$ cat config.mk
export PLATFORM = sky130hd
export DESIGN_NAME = smpp_submit_body_parser_top
export DESIGN_NICKNAME = d
export VERILOG_FILES = /design/src/sv/ssbp_pkg.sv /design/src/sv/smpp_submit_body_parser_top.sv /design/src/sv/ssbp_field_tracker.sv /design/src/sv/ssbp_out_buf.sv
export VERILOG_INCLUDE_DIRS = /design/src /design/src/sv
export SDC_FILE = /design/constraint.sdc
export NUM_CORES = 1
export LEC_CHECK = 0
export BUFFER_PORTS_ARGS = -buffer_cell sky130_fd_sc_hd__buf_4
export CAP_MARGIN = 15
export CORE_ASPECT_RATIO = 0.6
export CORE_MARGIN = 2
export CORE_UTILIZATION = 39
export DETAILED_ROUTE_END_ITERATION = 7
export GPL_ROUTABILITY_DRIVEN = 0
export PLACE_DENSITY_LB_ADDON = 0.25
export SLEW_MARGIN = 40
export SYNTH_ARGS = -nofsm -noshare
export SYNTH_HDL_FRONTEND = slang
export SYNTH_SLANG_ARGS = --single-unit
$ cat constraint.sdc
create_clock -name clk -period 3.9 [get_ports clk]
set_clock_uncertainty 0.05 [all_clocks]
set_input_delay 1.17 -clock clk [delete_from_list [all_inputs] [get_ports clk]]
set_output_delay 1.17 -clock clk [all_outputs]
set_load 0.005 [all_outputs]
$ cat src/sv/smpp_submit_body_parser_top_defines.svh
// Assertion macros shared by the SMPP submit body parser RTL.
`ifndef SMPP_SUBMIT_BODY_PARSER_TOP_DEFINES_SVH
`define SMPP_SUBMIT_BODY_PARSER_TOP_DEFINES_SVH
`ifndef SYNTHESIS
// Same-cycle implication, sampled on clk, off while arst_n is low.
`define SSBP_ASSERT_NOW(lbl, ante, cons) \
	lbl: assert property (@(posedge clk) disable iff (!arst_n) (ante) |-> (cons)) \
		else $error("ssbp assertion failed");
// Next-cycle implication, sampled on clk, off while arst_n is low.
`define SSBP_ASSERT_NEXT(lbl, ante, cons) \
	lbl: assert property (@(posedge clk) disable iff (!arst_n) (ante) |=> (cons)) \
		else $error("ssbp assertion failed");
`else
`define SSBP_ASSERT_NOW(lbl, ante, cons)
`define SSBP_ASSERT_NEXT(lbl, ante, cons)
`endif
`endif

$ cat src/sv/ssbp_pkg.sv
// Types, field codes and helpers for the SMPP submit body parser.
`default_nettype none
package ssbp_pkg;

	typedef logic [4:0] field_id_t;
	typedef logic [4:0] cap_t;

	// Field codes in body order
	localparam field_id_t ID_SERVICE_TYPE = 5'd0;
	localparam field_id_t ID_SOURCE_ADDR  = 5'd3;
	localparam field_id_t ID_DEST_ADDR    = 5'd6;
	localparam field_id_t ID_ESM_CLASS    = 5'd7;
	localparam field_id_t ID_SCHED_TIME   = 5'd10;
	localparam field_id_t ID_VALIDITY     = 5'd11;
	localparam field_id_t ID_SM_LENGTH    = 5'd16;
	localparam field_id_t ID_CONCAT_HDR   = 5'd17;
	localparam field_id_t ID_PART_TOTAL   = 5'd18;
	localparam field_id_t ID_PART_NUMBER  = 5'd19;
	localparam field_id_t ID_MESSAGE      = 5'd20;

	localparam cap_t CAP_SERVICE_TYPE = 5'd6;
	localparam cap_t CAP_ADDR         = 5'd21;
	localparam cap_t CAP_TIME         = 5'd17;
	localparam cap_t CAP_NONE         = 5'd0;

	localparam logic [7:0] ESM_CONCAT_MASK   = 8'h40;
	localparam logic [7:0] CONCAT_HDR_LEN    = 8'd6;
	localparam logic [8:0] CONCAT_PREFIX_LEN = 9'd4;

	localparam logic [1:0] OUT_DEPTH = 2'd2;

	typedef struct packed {
		field_id_t  field_id;
		logic [7:0] field_byte;
		logic       field_end;
		logic       truncated;
	} ssbp_result_t;

	typedef struct packed {
		field_id_t field_index;
		logic      parse_done;
	} ssbp_status_t;

	// Length cap of a C-octet string field, CAP_NONE for fields that are not C-octet strings
	function automatic cap_t string_cap(input field_id_t id);
		cap_t cap;
		case (id)
			ID_SERVICE_TYPE: cap = CAP_SERVICE_TYPE;
			ID_SOURCE_ADDR:  cap = CAP_ADDR;
			ID_DEST_ADDR:    cap = CAP_ADDR;
			ID_SCHED_TIME:   cap = CAP_TIME;
			ID_VALIDITY:     cap = CAP_TIME;
			default:         cap = CAP_NONE;
		endcase
		return cap;
	endfunction

endpackage
`default_nettype wire

$ cat src/sv/smpp_submit_body_parser_top.sv
// Top level of the SMPP submit_sm body parser.
// Feed the body of a submit_sm PDU one byte per request on the byte channel,
// with body_last high on its final byte. Each byte of the seventeen header
// fields, of the optional 6-byte concatenation header (when esm_class bit 6
// is set) and of the message comes back as one request on the field channel,
// tagged with its field id, an end-of-field flag and a truncated flag that
// marks a body ending before the message is complete. Bytes after the parse
// completes produce nothing; body_last always rearms the parser for the next
// body. The field tracker decides each byte's tag in one pass of short logic
// and writes it into a two-entry output buffer, so a byte can be taken every
// cycle and byte_ready only drops while both buffer entries are full. The
// tagged result is registered in the output buffer before it is offered.
`default_nettype none
`include "smpp_submit_body_parser_top_defines.svh"
module smpp_submit_body_parser_top (
	input  wire logic        clk,
	input  wire logic        arst_n,
	input  wire logic        byte_valid,
	output logic             byte_ready,
	input  wire logic [7:0]  data_byte,
	input  wire logic        body_last,
	output logic             field_valid,
	input  wire logic        field_ready,
	output logic [4:0]       field_id,
	output logic [7:0]       field_byte,
	output logic             field_end,
	output logic             truncated
);

	logic                   take;
	logic                   push;
	logic                   space;
	ssbp_pkg::ssbp_result_t result;
	ssbp_pkg::ssbp_result_t out_data;
	ssbp_pkg::ssbp_status_t status;
	logic                   tracker_at_start;

	// accept a byte whenever the buffer has room, even with a result waiting
	assign byte_ready = space;
	assign take       = byte_valid && byte_ready;

	ssbp_field_tracker u_tracker (
		.clk       (clk),
		.arst_n    (arst_n),
		.take      (take),
		.data_byte (data_byte),
		.body_last (body_last),
		.push      (push),
		.result    (result),
		.status    (status)
	);

	ssbp_out_buf u_out_buf (
		.clk       (clk),
		.arst_n    (arst_n),
		.push      (push),
		.push_data (result),
		.space     (space),
		.out_valid (field_valid),
		.out_ready (field_ready),
		.out_data  (out_data)
	);

	assign field_id   = out_data.field_id;
	assign field_byte = out_data.field_byte;
	assign field_end  = out_data.field_end;
	assign truncated  = out_data.truncated;

	// tracker sits at the first field with the parse still open
	assign tracker_at_start = (status.field_index == ssbp_pkg::ID_SERVICE_TYPE) &&
		!status.parse_done;

	// a body end must rearm the tracker at the first field
	`SSBP_ASSERT_NEXT(a_last_rearms, take && body_last, tracker_at_start)
	// tracked field never leaves the known id range
	`SSBP_ASSERT_NOW(a_index_range, 1'b1, status.field_index <= ssbp_pkg::ID_MESSAGE)
	// part total is a single byte field
	`SSBP_ASSERT_NOW(a_total_single, field_valid && (field_id == ssbp_pkg::ID_PART_TOTAL), field_end)

endmodule
`default_nettype wire

$ cat src/sv/ssbp_field_tracker.sv
// Per-byte field tracking state and next-state logic.
`default_nettype none
module ssbp_field_tracker (
	input  wire logic                  clk,
	input  wire logic                  arst_n,
	input  wire logic                  take,
	input  wire logic [7:0]            data_byte,
	input  wire logic                  body_last,
	output logic                       push,
	output ssbp_pkg::ssbp_result_t     result,
	output ssbp_pkg::ssbp_status_t     status
);

	ssbp_pkg::field_id_t field_index_q, field_index_n;
	logic [7:0]          bytes_q, bytes_n;
	logic                concat_q, concat_n;
	logic [7:0]          msg_len_q, msg_len_n;
	logic                done_q, done_n;

	logic [8:0]          cnt;
	ssbp_pkg::cap_t      cap;
	logic                fld_end;
	logic [7:0]          msg_len_cat;

	always_comb begin
		cnt = {1'b0, bytes_q} + 9'd1;
		cap = ssbp_pkg::string_cap(field_index_q);

		if (cap != ssbp_pkg::CAP_NONE) begin
			fld_end = (data_byte == 8'd0) || (cnt >= {4'd0, cap});
		end else if (field_index_q == ssbp_pkg::ID_CONCAT_HDR) begin
			fld_end = cnt >= ssbp_pkg::CONCAT_PREFIX_LEN;
		end else if (field_index_q == ssbp_pkg::ID_MESSAGE) begin
			fld_end = cnt >= {1'b0, msg_len_q};
		end else begin
			fld_end = 1'b1;
		end

		// sm_length less the concatenation header, floored at zero
		msg_len_cat = (data_byte > ssbp_pkg::CONCAT_HDR_LEN) ?
			(data_byte - ssbp_pkg::CONCAT_HDR_LEN) : 8'd0;

		concat_n = concat_q;
		if (field_index_q == ssbp_pkg::ID_ESM_CLASS) begin
			concat_n = (data_byte & ssbp_pkg::ESM_CONCAT_MASK) != 8'd0;
		end
		msg_len_n = msg_len_q;
		if (field_index_q == ssbp_pkg::ID_SM_LENGTH) begin
			msg_len_n = concat_q ? msg_len_cat : data_byte;
		end

		field_index_n = field_index_q;
		bytes_n       = cnt[7:0];
		done_n        = done_q;
		if (fld_end) begin
			bytes_n = 8'd0;
			if (field_index_q == ssbp_pkg::ID_SM_LENGTH) begin
				if (concat_q) begin
					field_index_n = ssbp_pkg::ID_CONCAT_HDR;
				end else if (msg_len_n != 8'd0) begin
					field_index_n = ssbp_pkg::ID_MESSAGE;
				end else begin
					done_n = 1'b1;
				end
			end else if (field_index_q == ssbp_pkg::ID_CONCAT_HDR) begin
				field_index_n = ssbp_pkg::ID_PART_TOTAL;
			end else if (field_index_q == ssbp_pkg::ID_PART_TOTAL) begin
				field_index_n = ssbp_pkg::ID_PART_NUMBER;
			end else if (field_index_q == ssbp_pkg::ID_PART_NUMBER) begin
				if (msg_len_q != 8'd0) begin
					field_index_n = ssbp_pkg::ID_MESSAGE;
				end else begin
					done_n = 1'b1;
				end
			end else if (field_index_q >= ssbp_pkg::ID_MESSAGE) begin
				done_n = 1'b1;
			end else begin
				field_index_n = field_index_q + 5'd1;
			end
		end

		push                = take && !done_q;
		result.field_id     = field_index_q;
		result.field_byte   = data_byte;
		result.field_end    = fld_end;
		result.truncated    = body_last && !done_n;
		status.field_index  = field_index_q;
		status.parse_done   = done_q;
	end

	always_ff @(posedge clk or negedge arst_n) begin
		if (!arst_n) begin
			field_index_q <= ssbp_pkg::ID_SERVICE_TYPE;
			bytes_q       <= 8'd0;
			concat_q      <= 1'b0;
			msg_len_q     <= 8'd0;
			done_q        <= 1'b0;
		end else if (take) begin
			if (body_last) begin
				// end of body: back to the first field
				field_index_q <= ssbp_pkg::ID_SERVICE_TYPE;
				bytes_q       <= 8'd0;
				concat_q      <= 1'b0;
				msg_len_q     <= 8'd0;
				done_q        <= 1'b0;
			end else if (!done_q) begin
				field_index_q <= field_index_n;
				bytes_q       <= bytes_n;
				concat_q      <= concat_n;
				msg_len_q     <= msg_len_n;
				done_q        <= done_n;
			end
		end
	end

endmodule
`default_nettype wire

$ cat src/sv/ssbp_out_buf.sv
// Two-entry result buffer that decouples the parser from the consumer.
`default_nettype none
module ssbp_out_buf (
	input  wire logic                  clk,
	input  wire logic                  arst_n,
	input  wire logic                  push,
	input  wire ssbp_pkg::ssbp_result_t push_data,
	output logic                       space,
	output logic                       out_valid,
	input  wire logic                  out_ready,
	output ssbp_pkg::ssbp_result_t     out_data
);

	ssbp_pkg::ssbp_result_t entry_q [2];
	logic                   wr_ptr_q, rd_ptr_q;
	logic [1:0]             count_q;
	logic                   pop;

	assign space     = count_q != ssbp_pkg::OUT_DEPTH;
	assign out_valid = count_q != 2'd0;
	assign out_data  = entry_q[rd_ptr_q];
	assign pop       = out_valid && out_ready;

	always_ff @(posedge clk) begin
		if (push) begin
			entry_q[wr_ptr_q] <= push_data;
		end
	end

	always_ff @(posedge clk or negedge arst_n) begin
		if (!arst_n) begin
			wr_ptr_q <= 1'b0;
			rd_ptr_q <= 1'b0;
			count_q  <= 2'd0;
		end else begin
			if (push) begin
				wr_ptr_q <= !wr_ptr_q;
			end
			if (pop) begin
				rd_ptr_q <= !rd_ptr_q;
			end
			case ({push, pop})
				2'b10:   count_q <= count_q + 2'd1;
				2'b01:   count_q <= count_q - 2'd1;
				default: count_q <= count_q;
			endcase
		end
	end

endmodule
`default_nettype wire
==> results of run 1 <==
[critical path, stage by stage (launching register included)]
cell and delay (ns):
dfrtp_1 0.51, ha_1 0.41, a21oi_1 0.10, nor2_1 0.12
a21oi_1 0.04, or2_2 0.30, inv_1 0.06, ha_1 0.21
nor2_1 0.10, a21oi_1 0.07, o31a_1 0.31, o22ai_4 0.26
a21oi_2 0.14, a211oi_1 0.26
[cell families after synthesis]
| group | share of synthesized area (%) |
|---|---|
| and+or+nand+nor | 17.1 |
| AOI/OAI and AO/OA | 14.9 |
| DFF | 46.7 |
| buffers and inverters | 3.71 |
| adders and majority gates | 7.42 |
| muxes | 5.64 |
| xor gates and xnor gates | 4.45 |
[sequential cells by signal (all words and copies together), names as in the netlist]
signal	flops
u_out_buf.count_q	2
u_tracker.concat_q	1
u_tracker.done_q	1
u_out_buf.wr_ptr_q	1
u_tracker.msg_len_q	8
u_tracker.bytes_q	8
u_out_buf.entry_q	30
u_out_buf.rd_ptr_q	1
u_tracker.field_index_q	5
[metal layers]
layer | vias up | routed length [um] | global-route usage [%]
met1 | 1236 | 4330 | 30.5
li1 | 1253 | - | -
met5 | - | 0 | 0
met4 | 0 | 59 | 5.17
met2 | 75 | 3170 | 23.3
met3 | 5 | 508 | 4.79
[worst paths after layout]
check                                                            start                                  to  slack [ns]
worst min register to register        u_out_buf.count_q[1]$_DFFE_PN0P_    u_out_buf.count_q[1]$_DFFE_PN0P_        0.44
worst max register to register  u_tracker.field_index_q[0]$_DFFE_PN0P_   u_out_buf.entry_q[1][0]$_DFFE_PP_        0.76
min in group asynchronous                                       arst_n    u_tracker.bytes_q[5]$_DFFE_PN0P_        0.72
worst min-delay path                  u_out_buf.count_q[1]$_DFFE_PN0P_    u_out_buf.count_q[1]$_DFFE_PN0P_        0.44
worst max-delay path            u_tracker.field_index_q[0]$_DFFE_PN0P_   u_out_buf.entry_q[1][0]$_DFFE_PP_        0.76
max in group asynchronous                                       arst_n  u_tracker.msg_len_q[0]$_DFFE_PN0P_        2.79
[layout by cell type (no fill, tap or decap), types with 3 or more instances in the layout]
cell       instances
nand2_1           33
buf_4             32
edfxtp_1          30
dfrtp_1           27
inv_1             22
nor2_1            22
ha_1              20
mux2_2            16
o21ai_0           14
o21ai_1           11
nand3_1           10
a21oi_1           10
xnor2_1           10
clkbuf_16          9
nor3_1             8
nor2b_1            6
o22ai_1            5
o211ai_1           5
xor2_1             4
nand2b_1           3
or2_2              3
nor3b_1            3
clkinv_1           3
[cell type report]
class / instances / share of cell area (%)
Sequential cell: 57 / 39.4
Clock inverter: 5 / 1.22
Inverter: 23 / 2.16
Multi-Input combinational cell: 235 / 41.8
Clock buffer: 11 / 5.82
Timing Repair Buffer: 32 / 6.01
Tap cell: 112 / 3.51
[stage by stage]
stage	hold slack [ns]	worst slack, ns	instance area [um2]	power (mW)	utilization, %
floorplan	0.390	1.05	3370	1.52	-
global placement	0.431	0.780	3720	1.84	43.9
detailed placement	0.438	0.762	3720	1.86	43.9
CTS	0.445	0.753	4000	2.61	47.3
global route	0.481	0.425	4000	2.76	47.3
finish	0.443	0.764	4000	2.59	47.3
[power by group]
group	total, mW	switching (mW)	internal (mW)
sequential	0.904	0.112	0.792
clock	0.743	0.256	0.487
combinational	0.946	0.504	0.442
total	2.59	0.872	1.72
==> qor.yml, run 1 <==
synth:
  synth_area_leaders: "edfxtp_1 (27%), dfrtp_1 (20%), ha_1 (7.4%), mux2_2 (5.3%), nand2_1 (3.7%)"
  synth_edf_count: 30
  synth.top_cell.area_share_pct: 26.7
  synth_common_cells: "nand2_1 (33), edfxtp_1 (30), dfrtp_1 (27)"
  yosysUniqueCellTypes: 65
  synth_area_leader_cell: "edfxtp_1"
  async_reset_ff_share_pct: 47.4
  synth.net_count: 358
  synth_warnings: 0
  synth.most_common_cell: "nand2_1"
  syn_inst: 325
  ys.flop_type: "edfxtp_1"
  syn_area_per_cell_um2: 10.4
  netlist_area_mm2: 0.00337
  ys_seq_area_share_pct: 46.7
  ys_ff_latch: 57
grt:
  grt_max_degree: 28
  grt-ovfl-total: 0
  grt_pass1_wl_mm: 13.3
  gr-usage-all-layers_pct: 18.6
  grt_pass1_vias: 2509
  antenna_found_initial: 0
final_layout:
  layout.nets: 391
  drive_gt1_share_pct: 20.9
  layout.area.seq_mm2: 0.00158
  multiInputGateArea_mm2: 0.00167
  antenna_cells: 0
  area_growth_pct: 18.5
  fillCellCount: 803
  fin_cells: 475
cts:
  cts_made_buffers: 9
  postCtsSetupBuffers: 0
  cts_tree: "built"
  clock_latency_ns: 0.32
  clock-sinks: 57
  path_clk_slew_ns: 0.05
  htree_levels: 3
  ctsHoldBuffers: 0
  clockBufferDepth: 2
  cts_resized: 0
  clk_root_buffer_cell: "clkbuf_16"
setup_path:
  cp-start-kind: "flip-flop"
  cp.required_ns: 3.98
  rr_worst_depth: 13
  crit_type: "reg -> reg"
  worstPathArrival_ns: 3.22
  path_max_fanout: 9
  end_kind: "flip-flop"
routing:
  wl_per_cell_um: 17.0
  drtAntennaViolNets: 0
  drc: 0
  drtIter0Drc: 202
  routed_wl_mm: 8.07
  drtPass1Iterations: 4
  routed_via_density: 5.41
  routed-via-count: 2569
power_and_ir_drop:
  p_per_area_mw_per_mm2: 649
  p_leak_nw: 1.61
  vdd_ir_drop_max_mv: 0.329
floorplan:
  core_mm2: 0.00846
  dieArea_mm2: 0.00944
  initial_utilization_pct: 39.9
  die_h_um: 76.1
  num_rows: 26
  io-pin-count: 30
  die_w_um: 124
sta:
  maxClockFrequency_mhz: 319
  final_max_slew_viol_count: 0
  fin_crit_ns: 3.14
  rsz0062_at_grt: "false"
  post-route-period-util_pct: 80.4
  final-setup-viol-count: 0
  slew_headroom_pct: 51.3
  tightest_slew_ns: 0.730
  timing.setup.tns_ns: 0
  finalHoldViolations: 0
run_status:
  status: "finished clean"
hold_path:
  hp-class: "reg -> reg"
  hold_depth: 1
placement:
  port-buffer-count: 29
  numPlacedInstances: 459
  hpwl_mm: 6.01
flow_run:
  max_cap_violations: 0
(Power assumes the default switching activity.)
==> run 2: changes to the inputs <==
==> constraint.sdc (replaced) <==
create_clock -name clk -period 2.7 [get_ports clk]
set_clock_uncertainty 0.05 [all_clocks]
set_input_delay 0.81 -clock clk [delete_from_list [all_inputs] [get_ports clk]]
set_output_delay 0.81 -clock clk [all_outputs]
set_load 0.005 [all_outputs]
==> run 2 against run 1 <==
  * Sequential power rose by 42%
  * Critical endpoint unchanged
  * Cell count rose by 9.9%
  * Clock-buffer cell count fell by 1
  * Die area did not move
  * Sequential share of layout area fell by 4.1 points
  * Cell area rose by 12%
  * Setup slack got worse by 0.85 ns
  * The run now ends with setup timing left
  * Combinational power rose by 99%
  * Global-route usage rose by 1.3 points
==> qor.yml, run 2 (same netlist as run 1, synthesis figures left out) <==
cts:
  cts_made_buffers: 9  # unchanged
  clk_root_buffer_cell: "clkbuf_16"
  ctsHoldBuffers: 0  # unchanged
  clock-sinks: 57  # unchanged
  path_clk_slew_ns: 0.05  # about the same
  htree_levels: 3  # unchanged
  clockBufferDepth: 2  # unchanged
  clock_latency_ns: 0.33  # about the same
  cts_tree: "built"
setup_path:
  path_common_cell: "a21oi_1"
  critical-path-max-stage-delay_ns: 0.45  # -0.06 ns
  r2r_end: "u_out_buf.entry_q[1][0]$_DFFE_PP_"
  crit_type: "reg -> reg"
  crit_chain: "inv_4 > ha_4 > buf_6 > a21oi_1 > or3_1 > ha_1 > o21ai_1 > a21oi_1 > o31a_1 > o22ai_4 > a21oi_4 > a211oi_2"
  worstReg2RegStart: "u_tracker.field_index_q[0]$_DFFE_PN0P_"
  r2r_slack_ns: -0.09  # -0.85 ns
  path_buf_inv: 2  # +1
  rr_worst_depth: 12  # -1
  crit_family: "compound AO/OA/AOI/OAI gates"
  path_max_fanout: 4  # -5
  cp_slowest_cell: "dfrtp_2"
  cp.required_ns: 2.79  # -1.19 ns
  worstPathArrival_ns: 2.88  # -0.34 ns
  cp-start-kind: "flip-flop"
  end_kind: "flip-flop"
  cp.depth: 12  # -1
run_status:
  violations: "setup timing"
  status: "finished with violations"
floorplan:
  dieArea_mm2: 0.00944  # unchanged
  core_mm2: 0.00846  # unchanged
  die_h_um: 76.1  # unchanged
  io-pin-count: 30  # unchanged
  num_rows: 26  # unchanged
  die_w_um: 124  # unchanged
  initial_utilization_pct: 39.9  # unchanged
final_layout:
  largest_reg_flops: 30  # unchanged
  drive_gt1_share_pct: 34.1  # +13 points
  layout.nets: 438  # +12%
  top_regs: "u_out_buf.entry_q x30, u_tracker.bytes_q x8, u_tracker.msg_len_q x8"
  antenna_cells: 0  # unchanged
  layout_commonest_cell: "buf_4"
  area_growth_pct: 32.4
  top_register: "u_out_buf.entry_q"
  layout.cells.most_common_list: "buf_4 (78), nand2_1 (33), edfxtp_1 (30), dfrtp_1 (25), nor2_1 (20)"
  utilization_pct: 52.8  # +5.6 points
grt:
  grt_pass1_vias: 2680  # +6.8%
  antenna_found_initial: 0  # unchanged
  grt-ovfl-total: 0  # unchanged
  gr-usage-all-layers_pct: 19.8  # +1.3 points
  grt_pass1_wl_mm: 14.1  # +6.2%
  grt_max_degree: 28  # unchanged
routing:
  routed_wl_mm: 8.78  # +8.7%
  routed-via-count: 2851  # +11%
  wl_per_cell_um: 16.8  # -1.0%
  drc: 0  # unchanged
  routed_via_density: 5.46  # +0.98%
  drtPass1Iterations: 5  # +1
  drtIter0Drc: 237  # +17%
  drtAntennaViolNets: 0  # unchanged
sta:
  final-setup-viol-count: 13  # +13
  setup_slack_ns: -0.0890  # -0.853 ns
  rsz0062_at_grt: "true"
  timing.setup.tns_ns: -0.612  # -0.612 ns
  final_max_slew_viol_count: 0  # unchanged
  finalHoldViolations: 0  # unchanged
  slew_headroom_pct: 61.3  # +10 points
  holdWs_ns: 0.351  # -0.0917 ns
  post-route-period-util_pct: 103  # +23 points
  maxClockFrequency_mhz: 359  # +12%
  tightest_slew_ns: 0.577  # -0.153 ns
  fin_crit_ns: 2.79  # -0.347 ns
placement:
  hpwl_mm: 6.56  # +9.0%
  pre_cts_ws_ns: -0.113  # -0.875 ns
  port-buffer-count: 29  # unchanged
power_and_ir_drop:
  p_total_mw: 4.23  # +63%
  vdd_ir_drop_max_mv: 0.493  # +50%
  p_per_area_mw_per_mm2: 947  # +46%
  p_leak_nw: 1.85  # +15%
flow_run:
  max_cap_violations: 0  # unchanged
hold_path:
  hp-class: "in -> async"
-- run 2: changes by cell type in the layout (fill, tap and decap cells not counted), moves of 2 or more --
cell	delta
ha_1	-4
dfrtp_2	+2
dfrtp_1	-2
a21oi_2	-2
ha_4	+4
buf_4	+46
nor2_1	-2
inv_1	-3
a21oi_4	+3
inv_2	+2
o21ai_2	+2
o21ai_0	-2
-- run 2: layout make-up --
cell class,count,area (um2)
fill,786,3990
multi-input combinational,235,1790
sequential,57,1580
timing repair buffer,79,597
clock buffer,10,229
tap,112,140
inverter,23,88.8
clock inverter,6,50.0
-- run 2: timing repair --
| action | CTS | global route |
|---|---|---|
| pin swaps | 8 | 12 |
| cloned | 0 | 0 |
| setup buffers | 6 | 1 |
| resized for setup | 17 | 6 |
| endpoints found under the setup margin | 15 | 17 |
-- run 2: worst max path at each step --
stage	from	end	slack (ns)
after global routing	u_tracker.field_index_q[1]$_DFFE_PN0P_	u_out_buf.entry_q[1][0]$_DFFE_PP_	-0.23
after global placement	u_tracker.field_index_q[1]$_DFFE_PN0P_	u_tracker.bytes_q[6]$_DFFE_PN0P_	-0.06
after CTS	u_tracker.field_index_q[1]$_DFFE_PN0P_	u_out_buf.entry_q[1][0]$_DFFE_PP_	-0.08
after floorplan	u_tracker.field_index_q[1]$_DFFE_PN0P_	u_tracker.field_index_q[2]$_DFFE_PN0P_	-0.02
final	u_tracker.field_index_q[0]$_DFFE_PN0P_	u_out_buf.entry_q[1][0]$_DFFE_PP_	-0.09
after detailed placement	u_tracker.bytes_q[1]$_DFFE_PN0P_	u_out_buf.entry_q[0][0]$_DFFE_PP_	-0.11
-- run 2: stage by stage --
step | std cells | instance area (um2)
6_report | 522 | 4470
5_1_grt | 522 | 4470
4_1_cts | 521 | 4430
3_5_place_dp | 499 | 4030
3_3_place_gp | 499 | 4030
2_1_floorplan | 325 | 3400
-- run 2: routing by layer --
metal	GRT usage, %	vias to the layer above	wire (um)	part of all wire, %
met3	5.31	13	643	7.3
li1	-	1350	-	-
met5	0	-	0	0
met4	6.63	0	117	1.3
met2	25.5	114	3590	41
met1	31.5	1374	4420	50
-- run 2: power by group --
group	switching (mW)	total, mW	internal, mW
Clock	0.380	1.08	0.698
Combinational	0.923	1.88	0.952
Sequential	0.131	1.28	1.15
Total	1.43	4.23	2.80
==> run 3: changes to the inputs <==
--- a/config.mk
+++ b/config.mk
@@ -10,10 +10,11 @@
 export CAP_MARGIN = 15
 export CORE_ASPECT_RATIO = 0.6
 export CORE_MARGIN = 2
-export CORE_UTILIZATION = 39
+export CORE_UTILIZATION = 54
 export DETAILED_ROUTE_END_ITERATION = 7
 export GPL_ROUTABILITY_DRIVEN = 0
 export PLACE_DENSITY_LB_ADDON = 0.25
+export RECOVER_POWER = 50
 export SLEW_MARGIN = 40
 export SYNTH_ARGS = -nofsm -noshare
 export SYNTH_HDL_FRONTEND = slang
==> run 3 against run 2 <==
  * The run ends with capacitance limit, slew limit, setup timing left
  * Combinational power about the same
  * Die area decreased by 27%
  * Cell area decreased by 2.9%
  * Register-to-register slack about the same
  * Sequential power about the same
  * Clock power decreased by 24%
  * Critical path depth unchanged
  * Global-route usage increased by 5.2 points
  * Via count decreased by 2.3%
  * Largest power group unchanged
==> qor.yml, run 3 (same netlist as run 1, synthesis figures left out) <==
final_layout:
  top_regs: "u_out_buf.entry_q x30, u_tracker.bytes_q x8, u_tracker.msg_len_q x8"
  multiInputGateArea_mm2: 0.00184  # +2.9%
  top_register: "u_out_buf.entry_q"
  layout.area.seq_mm2: 0.00158  # unchanged
  layout_commonest_cell: "buf_4"
  fillCellCount: 449  # -43%
  layout.nets: 430  # -1.8%
  area_growth_pct: 28.7
  antenna_cells: 0  # unchanged
  layout.cells.most_common_list: "buf_4 (69), nand2_1 (33), edfxtp_1 (30), dfrtp_1 (25), inv_1 (19)"
  largest_reg_flops: 30  # unchanged
  drive_gt1_share_pct: 36.3  # +2.2 points
floorplan:
  io-pin-count: 30  # unchanged
  core_mm2: 0.00608  # -28%
  dieArea_mm2: 0.00692  # -27%
  initial_utilization_pct: 55.5  # +16 points
  die_h_um: 65.2  # -14%
  num_rows: 22  # -15%
  die_w_um: 106  # -15%
setup_path:
  worstReg2RegStart: "u_tracker.bytes_q[0]$_DFFE_PN0P_"
  rr_worst_depth: 12  # unchanged
  end_kind: "flip-flop"
  crit_chain: "buf_4 > nand3_1 > buf_4 > nor2_2 > nand2_1 > nand2_1 > ha_1 > a211oi_2 > o2bb2ai_4 > o41ai_1 > a21oi_1 > o22ai_1"
  path_max_fanout: 7  # +3
  r2r_slack_ns: -0.09  # about the same
  worstPathArrival_ns: 3.01  # +0.13 ns
  cp.required_ns: 2.93  # +0.14 ns
  path_buf_inv: 2  # unchanged
  cp_slowest_cell: "o41ai_1"
  crit_type: "reg -> reg"
  r2r_end: "u_tracker.bytes_q[5]$_DFFE_PN0P_"
  cp-start-kind: "flip-flop"
  crit_family: "compound AO/OA/AOI/OAI gates"
  critical-path-max-stage-delay_ns: 0.43  # -0.02 ns
sta:
  post-route-period-util_pct: 103  # about the same
  holdWs_ns: 0.446  # +0.0947 ns
  setup_slack_ns: -0.0866  # +0.00239 ns
  final-setup-viol-count: 10  # -3
  finalHoldViolations: 0  # unchanged
  rsz0062_at_grt: "true"
  fin_crit_ns: 2.79  # -0.00239 ns
  maxClockFrequency_mhz: 359  # about the same
  tightest_slew_ns: 1.54  # +0.963 ns
  slew_headroom_pct: -2.65  # -64 points
  final_max_slew_viol_count: 28  # +28
cts:
  clockBufferDepth: 2  # unchanged
  clk_root_buffer_cell: "clkbuf_8"
  cts_made_buffers: 9  # unchanged
  clock-sinks: 57  # unchanged
  clock_latency_ns: 0.35  # +0.02 ns
  htree_levels: 3  # unchanged
  path_clk_slew_ns: 0.08  # +0.03 ns
  cts_tree: "built"
routing:
  drtIter0Drc: 236  # -0.42%
  drc: 0  # unchanged
  wl_per_cell_um: 17.4  # +3.3%
  routed_via_density: 5.73  # +4.9%
  drtAntennaViolNets: 0  # unchanged
  routed_wl_mm: 8.44  # -3.8%
  routed-via-count: 2785  # -2.3%
  drtPass1Iterations: 5  # unchanged
grt:
  grt_pass1_wl_mm: 13.1  # -7.4%
  use_met1_pct: 36.0  # +4.6 points
  grt_pass1_vias: 2582  # -3.7%
  gr-usage-all-layers_pct: 25.1  # +5.2 points
  antenna_found_initial: 0  # unchanged
  busiest_layer: "met1"
  grt_max_degree: 28  # unchanged
  grt-ovfl-total: 0  # unchanged
  grt_use_met3_pct: 8.63  # +3.3 points
  met2_usage_pct: 35.9  # +10 points
hold_path:
  min_from: "u_out_buf.wr_ptr_q$_DFFE_PN0P_"
  holdPathEnd: "u_out_buf.wr_ptr_q$_DFFE_PN0P_"
  hp-class: "reg -> reg"
  hold_depth: 1
run_status:
  status: "finished with violations"
  violations: "capacitance limit, slew limit, setup timing"
flow_run:
  max_cap_violations: 1  # +1
power_and_ir_drop:
  p_per_area_mw_per_mm2: 914  # -3.4%
  vdd_ir_drop_max_mv: 0.484  # -1.8%
  p_leak_nw: 1.77  # -4.4%
  p_total_mw: 3.97  # -6.2%
placement:
  hpwl_mm: 6.13  # -6.6%
  port-buffer-count: 29  # unchanged
## run 3: cell types whose count changed in the layout (fill, tap and decap cells not counted), sizes merged
cell,before,now
clkinvlp,0,2
buf,79,69
clkbuf,10,12
clkinv,5,3
## run 3: report_power, final
part / internal [mW] / switching (mW) / leakage, nW
combinational: 0.927 / 0.972 / 1.03
sequential: 1.15 / 0.108 / 0.640
clock: 0.452 / 0.366 / 0.0985
total: 2.52 / 1.45 / 1.77
## run 3: metal layers
layer	vias up	part of all wire, %
met5	-	0
met4	0	1.5
met3	11	8.9
met2	109	43
met1	1333	46
li1	1332	-
## run 3: how the worst max path moves through the flow
stage	to	startpoint	slack (ns)	cells after the start
final	u_tracker.bytes_q[5]$_DFFE_PN0P_	u_tracker.bytes_q[0]$_DFFE_PN0P_	-0.09	12
after detailed placement	u_tracker.bytes_q[6]$_DFFE_PN0P_	u_tracker.field_index_q[0]$_DFFE_PN0P_	-0.1	14
after CTS	u_tracker.field_index_q[2]$_DFFE_PN0P_	u_tracker.field_index_q[1]$_DFFE_PN0P_	-0.003	13
after global routing	u_tracker.bytes_q[5]$_DFFE_PN0P_	u_tracker.bytes_q[0]$_DFFE_PN0P_	-0.23	12
after global placement	u_tracker.bytes_q[6]$_DFFE_PN0P_	data_byte[2]	-0.08	8
after floorplan	u_tracker.field_index_q[2]$_DFFE_PN0P_	u_tracker.field_index_q[1]$_DFFE_PN0P_	-0.02	14
## run 3: worst reg2reg max path, cell delays in order (launching register included)
cell	delay [ns]
dfrtp_1	0.35
buf_4	0.18
nand3_1	0.15
buf_4	0.20
nor2_2	0.16
nand2_1	0.09
nand2_1	0.12
ha_1	0.26
a211oi_2	0.33
o2bb2ai_4	0.13
o41ai_1	0.43
a21oi_1	0.13
o22ai_1	0.15
## run 3: cell type report
cell class | count | share of cell area (%)
clock buffers | 10 | 3.17
clock inverters | 6 | 1.56
inverters | 23 | 2.05
multi-input cells | 235 | 42.3
flip-flops and latches | 57 | 36.4
well taps | 84 | 2.42
repair buffers | 71 | 12.1
## run 3: timing repair
item	CTS	global route
hold endpoints to repair	0	0
setup endpoints to repair	14	17
hold buffers	0	0
buffers inserted	1	3
gates resized for setup	8	25
pin swaps	1	13
## run 3: stage by stage
step | utilization [%] | std cells | setup slack, ns | setup TNS (ns) | cell area, um2
2_1_floorplan | - | 325 | -0.0196 | -0.0196 | 3400
3_3_place_gp | 65.0 | 466 | -0.0775 | -0.202 | 3960
3_5_place_dp | 65.0 | 466 | -0.0954 | -0.687 | 3960
4_1_cts | 69.1 | 483 | -0.00318 | -0.00318 | 4200
5_1_grt | 71.4 | 486 | -0.234 | -2.03 | 4340
6_report | 71.4 | 486 | -0.0866 | -0.278 | 4340
